--- config.mk ---
export PLATFORM = sky130hd
export DESIGN_NAME = stimulus_step_ramp_sequencer_top_flat
export DESIGN_NICKNAME = d
export VERILOG_FILES = /design/src/rtl/ssrs_pkg.sv /design/src/rtl/ssrs_ifs.sv /design/src/rtl/ssrs_tick.sv /design/src/rtl/stimulus_step_ramp_sequencer_top.sv /design/src/flat_wrapper.sv
export SDC_FILE = /design/constraint.sdc
export NUM_CORES = 2
export LEC_CHECK = 0
export BUFFER_PORTS_ARGS = -buffer_cell sky130_fd_sc_hd__buf_2
export CORE_ASPECT_RATIO = 1.2
export CORE_MARGIN = 1.5
export CORE_UTILIZATION = 45
export CTS_BUF_LIST = sky130_fd_sc_hd__clkbuf_2
export CTS_CLUSTER_SIZE = 8
export DETAILED_ROUTE_END_ITERATION = 10
export GPL_TIMING_DRIVEN = 0
export PLACE_DENSITY = 0.71
export REMOVE_ABC_BUFFERS = 1
export SYNTH_ARGS = -nofsm -noshare
export SYNTH_HDL_FRONTEND = slang
export SYNTH_SLANG_ARGS = --single-unit
--- constraint.sdc ---
create_clock -name clk -period 33 [get_ports clk]
set_input_delay 4.95 -clock clk [delete_from_list [all_inputs] [get_ports clk]]
set_output_delay 4.95 -clock clk [all_outputs]
set_load 0.01 [all_outputs]
--- src/rtl/ssrs_pkg.sv ---
// Shared types, constants and register codes of the stimulus sequencer.
package ssrs_pkg;

  localparam int MAX_STEPS  = 256;
  localparam int TIME_BITS  = 48;
  localparam int IDX_BITS   = $clog2(MAX_STEPS);
  localparam int CMD_BITS   = 40;
  localparam int CFG_IDX_BITS  = 4;
  localparam int CFG_DATA_BITS = 32;

  // Register indexes of the configuration port
  typedef enum logic [CFG_IDX_BITS-1:0] {
    REG_MIN_AMPLITUDE   = 4'd0,
    REG_AMPLITUDE_STEP  = 4'd1,
    REG_STEP_COUNT      = 4'd2,
    REG_GAP_TICKS       = 4'd3,
    REG_WIDTH_TICKS     = 4'd4,
    REG_REPEAT_COUNT    = 4'd5,
    REG_RAMP_MODE       = 4'd6,
    REG_RAMP_SLOPE_STEP = 4'd7
  } reg_idx_t;

  // Spike report status codes
  localparam logic [1:0] RATE_NONE  = 2'd0;
  localparam logic [1:0] RATE_ONE   = 2'd1;
  localparam logic [1:0] RATE_VALID = 2'd2;

  typedef struct packed {
    logic signed [27:0] min_amplitude;
    logic [26:0]        amplitude_step;
    logic [8:0]         step_count;
    logic [31:0]        gap_ticks;
    logic [31:0]        width_ticks;
    logic [15:0]        repeat_count;
    logic               ramp_mode;
    logic [23:0]        ramp_slope_step;
  } cfg_t;

  localparam cfg_t CFG_RESET = '{
    min_amplitude:   -28'sd100000,
    amplitude_step:  27'd50000,
    step_count:      9'd11,
    gap_ticks:       32'd20000,
    width_ticks:     32'd10000,
    repeat_count:    16'd1,
    ramp_mode:       1'b0,
    ramp_slope_step: 24'd10
  };

  typedef struct packed {
    logic [TIME_BITS-1:0]       tick_time;
    logic [TIME_BITS-1:0]       window_start;
    logic [IDX_BITS-1:0]        step_index;
    logic [15:0]                cycle_index;
    logic signed [CMD_BITS-1:0] command_level;
    logic [15:0]                spikes_seen;
    logic [TIME_BITS-1:0]       first_spike_time;
    logic [TIME_BITS-1:0]       last_spike_time;
  } state_t;

  typedef struct packed {
    logic signed [CMD_BITS-1:0] command;
    logic                       step_done;
    logic signed [CMD_BITS-1:0] done_amplitude;
    logic [15:0]                spike_total;
    logic [31:0]                spike_span;
    logic [1:0]                 rate_status;
    logic [15:0]                cycle_number;
    logic [7:0]                 step_number;
    logic                       protocol_done;
  } result_t;

endpackage

--- src/rtl/ssrs_ifs.sv ---
// Handshake channel interfaces: sample requests, results and register writes.
interface ssrs_sample_if;
  logic valid;
  logic ready;
  logic spike;
  logic restart;
  modport source (output valid, spike, restart, input ready);
  modport sink   (input valid, spike, restart, output ready);
endinterface

interface ssrs_result_if;
  logic                                valid;
  logic                                ready;
  logic signed [ssrs_pkg::CMD_BITS-1:0] command;
  logic                                step_done;
  logic signed [ssrs_pkg::CMD_BITS-1:0] done_amplitude;
  logic [15:0]                         spike_total;
  logic [31:0]                         spike_span;
  logic [1:0]                          rate_status;
  logic [15:0]                         cycle_number;
  logic [7:0]                          step_number;
  logic                                protocol_done;
  modport source (output valid, command, step_done, done_amplitude, spike_total,
                  spike_span, rate_status, cycle_number, step_number, protocol_done,
                  input ready);
  modport sink   (input valid, command, step_done, done_amplitude, spike_total,
                  spike_span, rate_status, cycle_number, step_number, protocol_done,
                  output ready);
endinterface

interface ssrs_cfg_if;
  logic                                  valid;
  logic                                  ready;
  logic [ssrs_pkg::CFG_IDX_BITS-1:0]     index;
  logic [ssrs_pkg::CFG_DATA_BITS-1:0]    data;
  modport source (output valid, index, data, input ready);
  modport sink   (input valid, index, data, output ready);
endinterface

--- src/rtl/ssrs_tick.sv ---
// Per-tick sequencer update: window timing, command level and spike report.
module ssrs_tick (
  input  ssrs_pkg::cfg_t    cfg,
  input  ssrs_pkg::state_t  st,
  input  logic              spike,
  input  logic              restart,
  output ssrs_pkg::state_t  st_next,
  output ssrs_pkg::result_t res
);

  localparam int TB       = ssrs_pkg::TIME_BITS;
  localparam int IB       = ssrs_pkg::IDX_BITS;
  localparam int CB       = ssrs_pkg::CMD_BITS;
  localparam int NSTEP_W  = (IB + 1 > 9) ? IB + 1 : 9;
  localparam int AMP_W    = IB + 29;
  localparam int SAT_W    = (AMP_W > CB + 2) ? AMP_W : CB + 2;
  localparam logic signed [SAT_W-1:0] CMD_HI =
    SAT_W'(signed'({1'b0, {(CB-1){1'b1}}}));
  localparam logic signed [SAT_W-1:0] CMD_LO =
    SAT_W'(signed'({1'b1, {(CB-1){1'b0}}}));
  localparam logic [NSTEP_W-1:0] STEP_LIMIT = NSTEP_W'(ssrs_pkg::MAX_STEPS);

  // clamp a wide signed sum into the command range
  function automatic logic signed [CB-1:0] sat_cmd(input logic signed [SAT_W-1:0] v);
    logic signed [CB-1:0] r;
    if (v > CMD_HI) begin
      r = CMD_HI[CB-1:0];
    end else if (v < CMD_LO) begin
      r = CMD_LO[CB-1:0];
    end else begin
      r = v[CB-1:0];
    end
    return r;
  endfunction

  ssrs_pkg::state_t     cur;
  logic [NSTEP_W-1:0]   nsteps;
  logic [NSTEP_W-1:0]   idx_ext;
  logic [NSTEP_W-1:0]   idx_after;
  logic [IB+26:0]       amp_prod;
  logic [IB+23:0]       ramp_inc;
  logic signed [SAT_W-1:0] amp_sum;
  logic signed [SAT_W-1:0] ramp_up;
  logic signed [SAT_W-1:0] ramp_dn;
  logic signed [CB-1:0] step_amp;
  logic [TB:0]          win_end;
  logic [TB:0]          win_half;
  logic                 in_win;
  logic                 past_win;
  logic                 rising;
  logic [TB-1:0]        span_wide;

  always_comb begin
    // restart takes effect before this tick is processed
    cur = st;
    if (restart) begin
      cur = '0;
      cur.window_start = TB'(cfg.gap_ticks);
    end

    nsteps = (NSTEP_W'(cfg.step_count) > STEP_LIMIT) ? STEP_LIMIT
                                                      : NSTEP_W'(cfg.step_count);
    idx_ext   = NSTEP_W'(cur.step_index);
    idx_after = idx_ext;

    // amplitude and ramp increment for the current step
    amp_prod = (IB+27)'(cur.step_index) * (IB+27)'(cfg.amplitude_step);
    ramp_inc = (IB+24)'(cur.step_index) * (IB+24)'(cfg.ramp_slope_step);
    amp_sum  = SAT_W'(cfg.min_amplitude) + SAT_W'(signed'({1'b0, amp_prod}));
    step_amp = sat_cmd(amp_sum);
    ramp_up  = SAT_W'(cur.command_level) + SAT_W'(signed'({1'b0, ramp_inc}));
    ramp_dn  = SAT_W'(cur.command_level) - SAT_W'(signed'({1'b0, ramp_inc}));

    // window bounds, one bit wider so they never wrap
    win_end  = {1'b0, cur.window_start} + (TB+1)'(cfg.width_ticks);
    win_half = {1'b0, cur.window_start} + (TB+1)'(cfg.width_ticks >> 1);
    in_win   = (cur.tick_time >= cur.window_start) && ({1'b0, cur.tick_time} < win_end);
    past_win = {1'b0, cur.tick_time} >= win_end;
    rising   = {1'b0, cur.tick_time} < win_half;

    span_wide = cur.last_spike_time - cur.first_spike_time;

    st_next = cur;
    res     = '0;

    if (cur.cycle_index < cfg.repeat_count) begin
      if (idx_ext < nsteps) begin
        if (in_win) begin
          if (!cfg.ramp_mode) begin
            st_next.command_level = step_amp;
          end else if (rising) begin
            st_next.command_level = sat_cmd(ramp_up);
          end else begin
            st_next.command_level = sat_cmd(ramp_dn);
          end
          if (spike) begin
            if (cur.spikes_seen == '0) begin
              st_next.first_spike_time = cur.tick_time;
            end
            st_next.last_spike_time = cur.tick_time;
            if (cur.spikes_seen != '1) begin
              st_next.spikes_seen = cur.spikes_seen + 16'd1;
            end
          end
        end else if (past_win) begin
          // window-end tick: report and move on to the next step
          res.step_done      = 1'b1;
          res.done_amplitude = step_amp;
          res.spike_total    = cur.spikes_seen;
          if (cur.spikes_seen >= 16'd2) begin
            res.rate_status = ssrs_pkg::RATE_VALID;
            res.spike_span  = (span_wide > TB'(32'hFFFF_FFFF)) ? 32'hFFFF_FFFF
                                                                : 32'(span_wide);
          end else if (cur.spikes_seen == 16'd1) begin
            res.rate_status = ssrs_pkg::RATE_ONE;
          end else begin
            res.rate_status = ssrs_pkg::RATE_NONE;
          end
          st_next.window_start = cur.window_start + TB'(cfg.gap_ticks)
                                 + TB'(cfg.width_ticks);
          st_next.spikes_seen      = '0;
          st_next.first_spike_time = '0;
          st_next.last_spike_time  = '0;
          st_next.command_level    = '0;
          idx_after = idx_ext + NSTEP_W'(1);
        end else begin
          st_next.command_level = '0;
        end
      end
      // cycle wraps once the step index reaches the step count
      if (idx_after >= nsteps) begin
        st_next.cycle_index = cur.cycle_index + 16'd1;
        idx_after = '0;
      end
      st_next.step_index = idx_after[IB-1:0];
    end

    st_next.tick_time = cur.tick_time + TB'(1);

    res.command       = st_next.command_level;
    res.cycle_number  = st_next.cycle_index;
    res.step_number   = 8'(st_next.step_index);
    res.protocol_done = st_next.cycle_index >= cfg.repeat_count;
  end

endmodule

--- src/rtl/stimulus_step_ramp_sequencer_top.sv ---
// Top level of the step / ramp stimulus sequencer with spike report.
//
//   channel  dir  handshake     contents
//   sample   in   valid/ready   spike, restart (one request per sample tick)
//   result   out  valid/ready   command, window-end report, cycle/step position
//   cfg      in   valid/ready   register index, write data (always ready)
//
// One request enters per cycle while the result is not stalled; its result passes through
// the input register, then the tick update into the result register, before it is offered.
// Sequencer state is updated in the same cycle the result register loads, so
// consecutive ticks flow back to back.
// A stalled result holds the result register, and the input register then fills
// and holds; ready drops only when both are occupied.
// Synchronous reset clears the pipeline and loads the register reset values.
module stimulus_step_ramp_sequencer_top (
  input  logic          clk,
  input  logic          rst,
  ssrs_sample_if.sink   sample,
  ssrs_result_if.source result,
  ssrs_cfg_if.sink      cfg
);

  ssrs_pkg::cfg_t    regs;
  ssrs_pkg::state_t  st;
  ssrs_pkg::state_t  st_next;
  ssrs_pkg::result_t res;
  ssrs_pkg::result_t res_q;

  logic in_valid;
  logic in_spike;
  logic in_restart;
  logic out_valid;
  logic out_free;
  logic advance;

  assign out_free     = !out_valid || result.ready;
  assign advance      = in_valid && out_free;
  assign sample.ready = !in_valid || out_free;
  assign cfg.ready    = 1'b1;

  // configuration registers
  always_ff @(posedge clk) begin
    if (rst) begin
      regs <= ssrs_pkg::CFG_RESET;
    end else if (cfg.valid) begin
      case (cfg.index)
        ssrs_pkg::REG_MIN_AMPLITUDE:   regs.min_amplitude   <= cfg.data[27:0];
        ssrs_pkg::REG_AMPLITUDE_STEP:  regs.amplitude_step  <= cfg.data[26:0];
        ssrs_pkg::REG_STEP_COUNT:      regs.step_count      <= cfg.data[8:0];
        ssrs_pkg::REG_GAP_TICKS:       regs.gap_ticks       <= cfg.data;
        ssrs_pkg::REG_WIDTH_TICKS:     regs.width_ticks     <= cfg.data;
        ssrs_pkg::REG_REPEAT_COUNT:    regs.repeat_count    <= cfg.data[15:0];
        ssrs_pkg::REG_RAMP_MODE:       regs.ramp_mode       <= cfg.data[0];
        ssrs_pkg::REG_RAMP_SLOPE_STEP: regs.ramp_slope_step <= cfg.data[23:0];
        default: ;
      endcase
    end
  end

  // input register
  always_ff @(posedge clk) begin
    if (rst) begin
      in_valid <= 1'b0;
    end else if (sample.valid && sample.ready) begin
      in_valid <= 1'b1;
    end else if (advance) begin
      in_valid <= 1'b0;
    end
  end

  always_ff @(posedge clk) begin
    if (sample.valid && sample.ready) begin
      in_spike   <= sample.spike;
      in_restart <= sample.restart;
    end
  end

  ssrs_tick u_tick (
    .cfg     (regs),
    .st      (st),
    .spike   (in_spike),
    .restart (in_restart),
    .st_next (st_next),
    .res     (res)
  );

  // sequencer state
  always_ff @(posedge clk) begin
    if (rst) begin
      st <= '{window_start: ssrs_pkg::TIME_BITS'(ssrs_pkg::CFG_RESET.gap_ticks),
              default: '0};
    end else if (advance) begin
      st <= st_next;
    end
  end

  // result register
  always_ff @(posedge clk) begin
    if (rst) begin
      out_valid <= 1'b0;
    end else if (advance) begin
      out_valid <= 1'b1;
    end else if (result.ready) begin
      out_valid <= 1'b0;
    end
  end

  always_ff @(posedge clk) begin
    if (advance) begin
      res_q <= res;
    end
  end

  assign result.valid          = out_valid;
  assign result.command        = res_q.command;
  assign result.step_done      = res_q.step_done;
  assign result.done_amplitude = res_q.done_amplitude;
  assign result.spike_total    = res_q.spike_total;
  assign result.spike_span     = res_q.spike_span;
  assign result.rate_status    = res_q.rate_status;
  assign result.cycle_number   = res_q.cycle_number;
  assign result.step_number    = res_q.step_number;
  assign result.protocol_done  = res_q.protocol_done;

endmodule

--- src/flat_wrapper.sv ---
// flat-port wrapper written by rule: the top's interface ports become plain ports
module stimulus_step_ramp_sequencer_top_flat 
  (clk, rst, sample_valid, sample_spike, sample_restart, sample_ready, result_valid, result_command, result_step_done, result_done_amplitude, result_spike_total, result_spike_span, result_rate_status, result_cycle_number, result_step_number, result_protocol_done, result_ready, cfg_valid, cfg_index, cfg_data, cfg_ready);
  ssrs_sample_if sample_i ();
  ssrs_result_if result_i ();
  ssrs_cfg_if cfg_i ();
  input  logic clk;
  input  logic rst;
  input wire logic [$bits(sample_i.valid)-1:0] sample_valid;
  input wire logic [$bits(sample_i.spike)-1:0] sample_spike;
  input wire logic [$bits(sample_i.restart)-1:0] sample_restart;
  output wire logic [$bits(sample_i.ready)-1:0] sample_ready;
  output wire logic [$bits(result_i.valid)-1:0] result_valid;
  output wire logic [$bits(result_i.command)-1:0] result_command;
  output wire logic [$bits(result_i.step_done)-1:0] result_step_done;
  output wire logic [$bits(result_i.done_amplitude)-1:0] result_done_amplitude;
  output wire logic [$bits(result_i.spike_total)-1:0] result_spike_total;
  output wire logic [$bits(result_i.spike_span)-1:0] result_spike_span;
  output wire logic [$bits(result_i.rate_status)-1:0] result_rate_status;
  output wire logic [$bits(result_i.cycle_number)-1:0] result_cycle_number;
  output wire logic [$bits(result_i.step_number)-1:0] result_step_number;
  output wire logic [$bits(result_i.protocol_done)-1:0] result_protocol_done;
  input wire logic [$bits(result_i.ready)-1:0] result_ready;
  input wire logic [$bits(cfg_i.valid)-1:0] cfg_valid;
  input wire logic [$bits(cfg_i.index)-1:0] cfg_index;
  input wire logic [$bits(cfg_i.data)-1:0] cfg_data;
  output wire logic [$bits(cfg_i.ready)-1:0] cfg_ready;
  assign sample_i.valid = sample_valid;
  assign sample_i.spike = sample_spike;
  assign sample_i.restart = sample_restart;
  assign sample_ready = sample_i.ready;
  assign result_valid = result_i.valid;
  assign result_command = result_i.command;
  assign result_step_done = result_i.step_done;
  assign result_done_amplitude = result_i.done_amplitude;
  assign result_spike_total = result_i.spike_total;
  assign result_spike_span = result_i.spike_span;
  assign result_rate_status = result_i.rate_status;
  assign result_cycle_number = result_i.cycle_number;
  assign result_step_number = result_i.step_number;
  assign result_protocol_done = result_i.protocol_done;
  assign result_i.ready = result_ready;
  assign cfg_i.valid = cfg_valid;
  assign cfg_i.index = cfg_index;
  assign cfg_i.data = cfg_data;
  assign cfg_ready = cfg_i.ready;
  stimulus_step_ramp_sequencer_top u_core (.clk(clk), .rst(rst), .sample(sample_i), .result(result_i), .cfg(cfg_i));
endmodule
# Word-level counts from Yosys, hierarchy flattened
# Cells that the tools add are included.
# totals
reg_bits	601
input_bits	43
# classes
addsub	12
multipliers	2
order_cmp	17
eq_ne	9
n_mux	35
bitwise_logic	4
reduce_logical	23
# op_table
op	n
2-to-1 mux 40 bit	8
2-to-1 mux 152 bit	2
2-to-1 mux 272 bit	1
2-to-1 mux 112 bit	2
2-to-1 mux 224 bit	1
2-to-1 mux 48 bit	4
less-than comparator 48 x 49 -> 1 bit	2
adder 48 x 32 -> 48 bit	2
2-to-1 mux 91 bit	1
> comparator 41 x 40 -> 1 bit (second input constant)	2
less-than comparator 41 x 40 -> 1 bit (second input constant)	2
2-to-1 mux 32 bit	2
adder 48 x 31 -> 49 bit	1
adder 48 x 32 -> 49 bit	1
greater-or-equal comparator 48 x 49 -> 1 bit	1
adder 48 x 1 -> 48 bit (second input constant)	1
greater-or-equal comparator 48 bit	1
> comparator 48 x 32 -> 1 bit (second input constant)	1
subtractor 48 bit	1
2-to-1 mux 9 bit	5
adder 40 x 33 -> 41 bit	1
subtractor 40 x 33 -> 41 bit	1
> comparator 37 x 40 -> 1 bit (second input constant)	1
less-than comparator 37 x 40 -> 1 bit (second input constant)	1
31 further kinds	57

# Longest topological paths before layout
# depth
depth_word	12
ltp_mapped	65
ltp_nobuf	55

# By module
# From an unflattened synthesis, not the netlist that was laid out.
# unflattened
hier_cells	7602
hier_area_um2	61197.4
# modules_own_cells
mod	instances	cells_each	area_per_inst_um2	seq_area_each_um2
ssrs_tick	1	5523	39605.5	0.0
stimulus_step_ramp_sequencer_top	1	2079	21592.0	13613.1

# Worst setup path before layout
# Ideal clock, no wire load.
# synth_path
kind	reg2reg
startpoint	register u_core.in_restart
endpoint	register u_core.res_q, in the netlist u_core.result.protocol_done (data pin)
setup_ps	259
t_arrival_ps	12715
t_required_ps	32741
setup_slack_ps	20026
path_stages_with_launch	66
path_buffers	10
synth_period_minus_slack_ps	12974
path_cell_list	edfxtp_1 -> clkbuf_1 -> clkbuf_1 -> buf_2 -> clkbuf_1 -> clkbuf_1 -> clkbuf_1 -> buf_2 -> clkbuf_1 -> clkbuf_1 -> buf_2 -> mux2i_1 -> inv_1 -> ha_1 -> a21o_1 -> a21oi_1 -> o21ai_0 -> a21o_1 -> (+30 left out) -> a21oi_1 -> nor2_1 -> xnor2_1 -> ha_1 -> nand2b_1 -> a21o_1 -> a21o_1 -> a21o_1 -> a21o_1 -> a21o_1 -> a21o_1 -> a21oi_1 -> nor2b_1 -> o21ai_0 -> a21oi_1 -> o211ai_1 -> a21oi_1 -> a211o_1
# synth_lines
element	line	text
from (decl)	stimulus_step_ramp_sequencer_top.sv:31	logic in_restart;
from (signal assigned)	stimulus_step_ramp_sequencer_top.sv:74	in_restart <= sample.restart;
to (signal assigned)	stimulus_step_ramp_sequencer_top.sv:110	res_q <= res;
to (decl)	stimulus_step_ramp_sequencer_top.sv:27	ssrs_pkg::result_t res_q;

==> results.sh <==
export IMPL_utilization_pct=49.1
export IMPL_htree_levels=4
export IMPL_die_width_um=329
export IMPL_grt_pass1_wl_um=275000
export IMPL_cap_violations=1
export IMPL_die_area_mm2=0.130
export IMPL_postRouteAntennaNets=0
export IMPL_synth_common_cells="nand2_1 (834), nor2_1 (609), ha_1 (543)"
export IMPL_finalSetupTns_ns=0
export IMPL_pwr_density_cell_mw_per_mm2=27.3
export IMPL_filler_cell_count=12199
export IMPL_power_leakage_uw=0.0277
export IMPL_insertion_delay_ns=1.72
export IMPL_timing_worst_slew_pin_value_ns=1.54
export IMPL_post_cts_setup_buffer_count=0
export IMPL_fin_crit_ns=13.94
export IMPL_io_pins=202
export IMPL_worst_ep_arrival_time_ns=15.29
export IMPL_cp_slowest_cell="a41oi_1"
export IMPL_setup_viol=0
export IMPL_ys_seq_area_share_pct=23.6
export IMPL_clockBufferDepth=3
export IMPL_clock_tree_root_cell="clkbuf_2"
export IMPL_initial_utilization_pct=45.4
export IMPL_grtUsageTotal_pct=26.5
export IMPL_grt_ovfl_total=0
export IMPL_synth_distinct_cells=109
export IMPL_port_buffers=200
export IMPL_ys_warn_count=0
export IMPL_die_height_um=394
export IMPL_synthCells=7006
export IMPL_crit_top_cell="a21o_1"
export IMPL_cts_clk_slew_worst_paths_ns=0.10
export IMPL_syn_cell_area_mm2=0.0574
export IMPL_synth_most_common_cell="nand2_1"
export IMPL_hpwl_um=132000
export IMPL_drc=0
export IMPL_finalHoldViolations=0
export IMPL_core_mm2=0.126
export IMPL_viasPerCell=5.72
export IMPL_min_path_type="reg -> reg"
export IMPL_cts_resized=0
export IMPL_synth_top_flop_cell="dfxtp_1"
export IMPL_synth_top_area_cell="dfxtp_1"
export IMPL_drt_iter0_markers=3559
export IMPL_antenna_found_initial=15
export IMPL_vdd_drop_max_mv=0.0314
export IMPL_async_reset_ff_share_pct=0
export IMPL_skew_ns=0.221
export IMPL_wirelength_um=174000
export IMPL_period_share_pct=42.2
export IMPL_crit_fanout=23
export IMPL_slew_violations=9
export IMPL_status="complete, but fails checks"
export IMPL_wl_per_cell_um=19.5
export IMPL_synth_edf_count=156
export IMPL_final_nets=8007
export IMPL_power_uw=1700
export IMPL_grt_max_degree=137
export IMPL_place_gp_congestion=0.938
export IMPL_area_growth_pct=8.26
export IMPL_drive_above_1_share_pct=8.82
export IMPL_timing_worst_setup_path_type="reg -> reg"
export IMPL_netlist_area_leader_share_pct=15.5
export IMPL_cts_sinks=599
export IMPL_rows=143
export IMPL_start_kind="flip-flop"
export IMPL_relSlewSlack_pct=-2.98
export IMPL_synth_area_top_cells="dfxtp_1 (15%), ha_1 (12%), fa_1 (11%)"
export IMPL_first_global_vias=50879
export IMPL_syn_area_per_cell_um2=8.19
export IMPL_drtPass1Iterations=7
export IMPL_tritoncts="built"
export IMPL_hold_buffers=0
export IMPL_synth_seq_cells=599
export IMPL_required_ns=34.35
export IMPL_rsz0062_at_grt="no"
export IMPL_max_freq_ghz=0.0718
export IMPL_endpoint_kind="flip-flop"
export IMPL_violations="capacitance limit, slew limit"
export IMPL_max_stage_delay_ns=0.93
export IMPL_vias=51029
export IMPL_cts_buffers=166
==> sequential cells by signal (all words and copies together), names as in the netlist, 2 cells and up <==
name	cells
u_core.st	272
u_core.result.command	40
u_core.regs	169
u_core.result.step_number	8
u_core.result.spike_span	32
u_core.result.spike_total	16
u_core.result.done_amplitude	38
u_core.result.cycle_number	16
u_core.result.rate_status	2
==> power breakdown <==
| part | internal [uW] | total (uW) | leakage [uW] | switching, uW |
|---|---|---|---|---|
| Sequential | 768 | 779 | 0.00503 | 11.0 |
| Combinational | 108 | 311 | 0.0215 | 204 |
| Clock | 245 | 605 | 0.00120 | 359 |
| Total | 1120 | 1700 | 0.0277 | 574 |
==> layer usage <==
layer	GRT usage, %	vias to the layer above	wire length (um)
met3	5.40	455	11000
met4	14.2	8	9540
met1	30.6	24663	68600
met2	45.7	1515	84400
met5	0	-	45
li1	-	24388	-
==> critical path, delay by kind of cell (launching register included) <==
family | cells | cell delay, ns
AOI/OAI and AO/OA | 37 | 8.63
and+or+nand+nor | 8 | 1.69
adders and majority gates | 4 | 1.09
xor gates and xnor gates | 3 | 0.83
buffers and inverters | 3 | 0.57
DFF | 1 | 0.52
muxes | 1 | 0.29
==> per-stage QoR <==
step	worst slack (ns)	std cells	area [um2]	hold slack [ns]
global placement	0.931	8550	59200	0.430
floorplan	16.21	6683	56100	0.417
global route	18.35	8902	62100	0.473
CTS	19.27	8892	62000	0.459
finish	19.06	8917	62100	0.460
detailed placement	19.37	8598	60400	0.445
==> logic make-up (layout without fill, tap and decap cells) <==
family                     after synthesis  after routing  share of synthesized area, %
AOI/OAI and AO/OA                     1572           1572                          18.0
xor gates and xnor gates               376            376                          5.75
adders and majority gates              868            868                          23.1
buffers and inverters                  869           1089                          5.77
DFF                                    599            599                          23.6
muxes                                   50             50                         0.909
other                                    1             25                       0.00654
and+or+nand+nor                       2671           2671                          22.8
==> worst paths after layout <==
kind / cells after the start / end / slack, ns / from
max: 56 / u_core.result.protocol_done$_DFFE_PP_ / 19.06 / u_core.in_restart$_DFFE_PP_
min: 2 / u_core.st[153]$_SDFFE_PP0P_ / 0.46 / u_core.st[153]$_SDFFE_PP0P_
min reg2reg: 2 / u_core.st[153]$_SDFFE_PP0P_ / 0.46 / u_core.st[153]$_SDFFE_PP0P_
max reg2reg: 56 / u_core.result.protocol_done$_DFFE_PP_ / 19.06 / u_core.in_restart$_DFFE_PP_
==> final cells by class <==
class / count / area (um2) / share of cell area, %
tap: 1667 / 2090 / 3.36
clock inverter: 56 / 428 / 0.689
sequential: 599 / 13600 / 21.8
multi-input combinational: 5538 / 40700 / 65.5
timing repair buffer: 249 / 2050 / 3.31
clock buffer: 238 / 1190 / 1.92
inverter: 546 / 2060 / 3.32
antenna: 24 / 60.1 / 0.0967
==> placed cells by master, fill, tap and decap left out, drive strengths merged, types with 249 or more instances in the layout <==
cell type | Yosys | routed
o21ai | 260 | 260
nor2 | 609 | 609
xnor2 | 250 | 250
a21oi | 479 | 479
dfxtp | 443 | 443
ha | 543 | 543
nand2 | 834 | 834
inv | 541 | 546
and2 | 336 | 336
fa | 321 | 321
buf | 56 | 249
No activity file was read; power rests on OpenSTA's default activity.
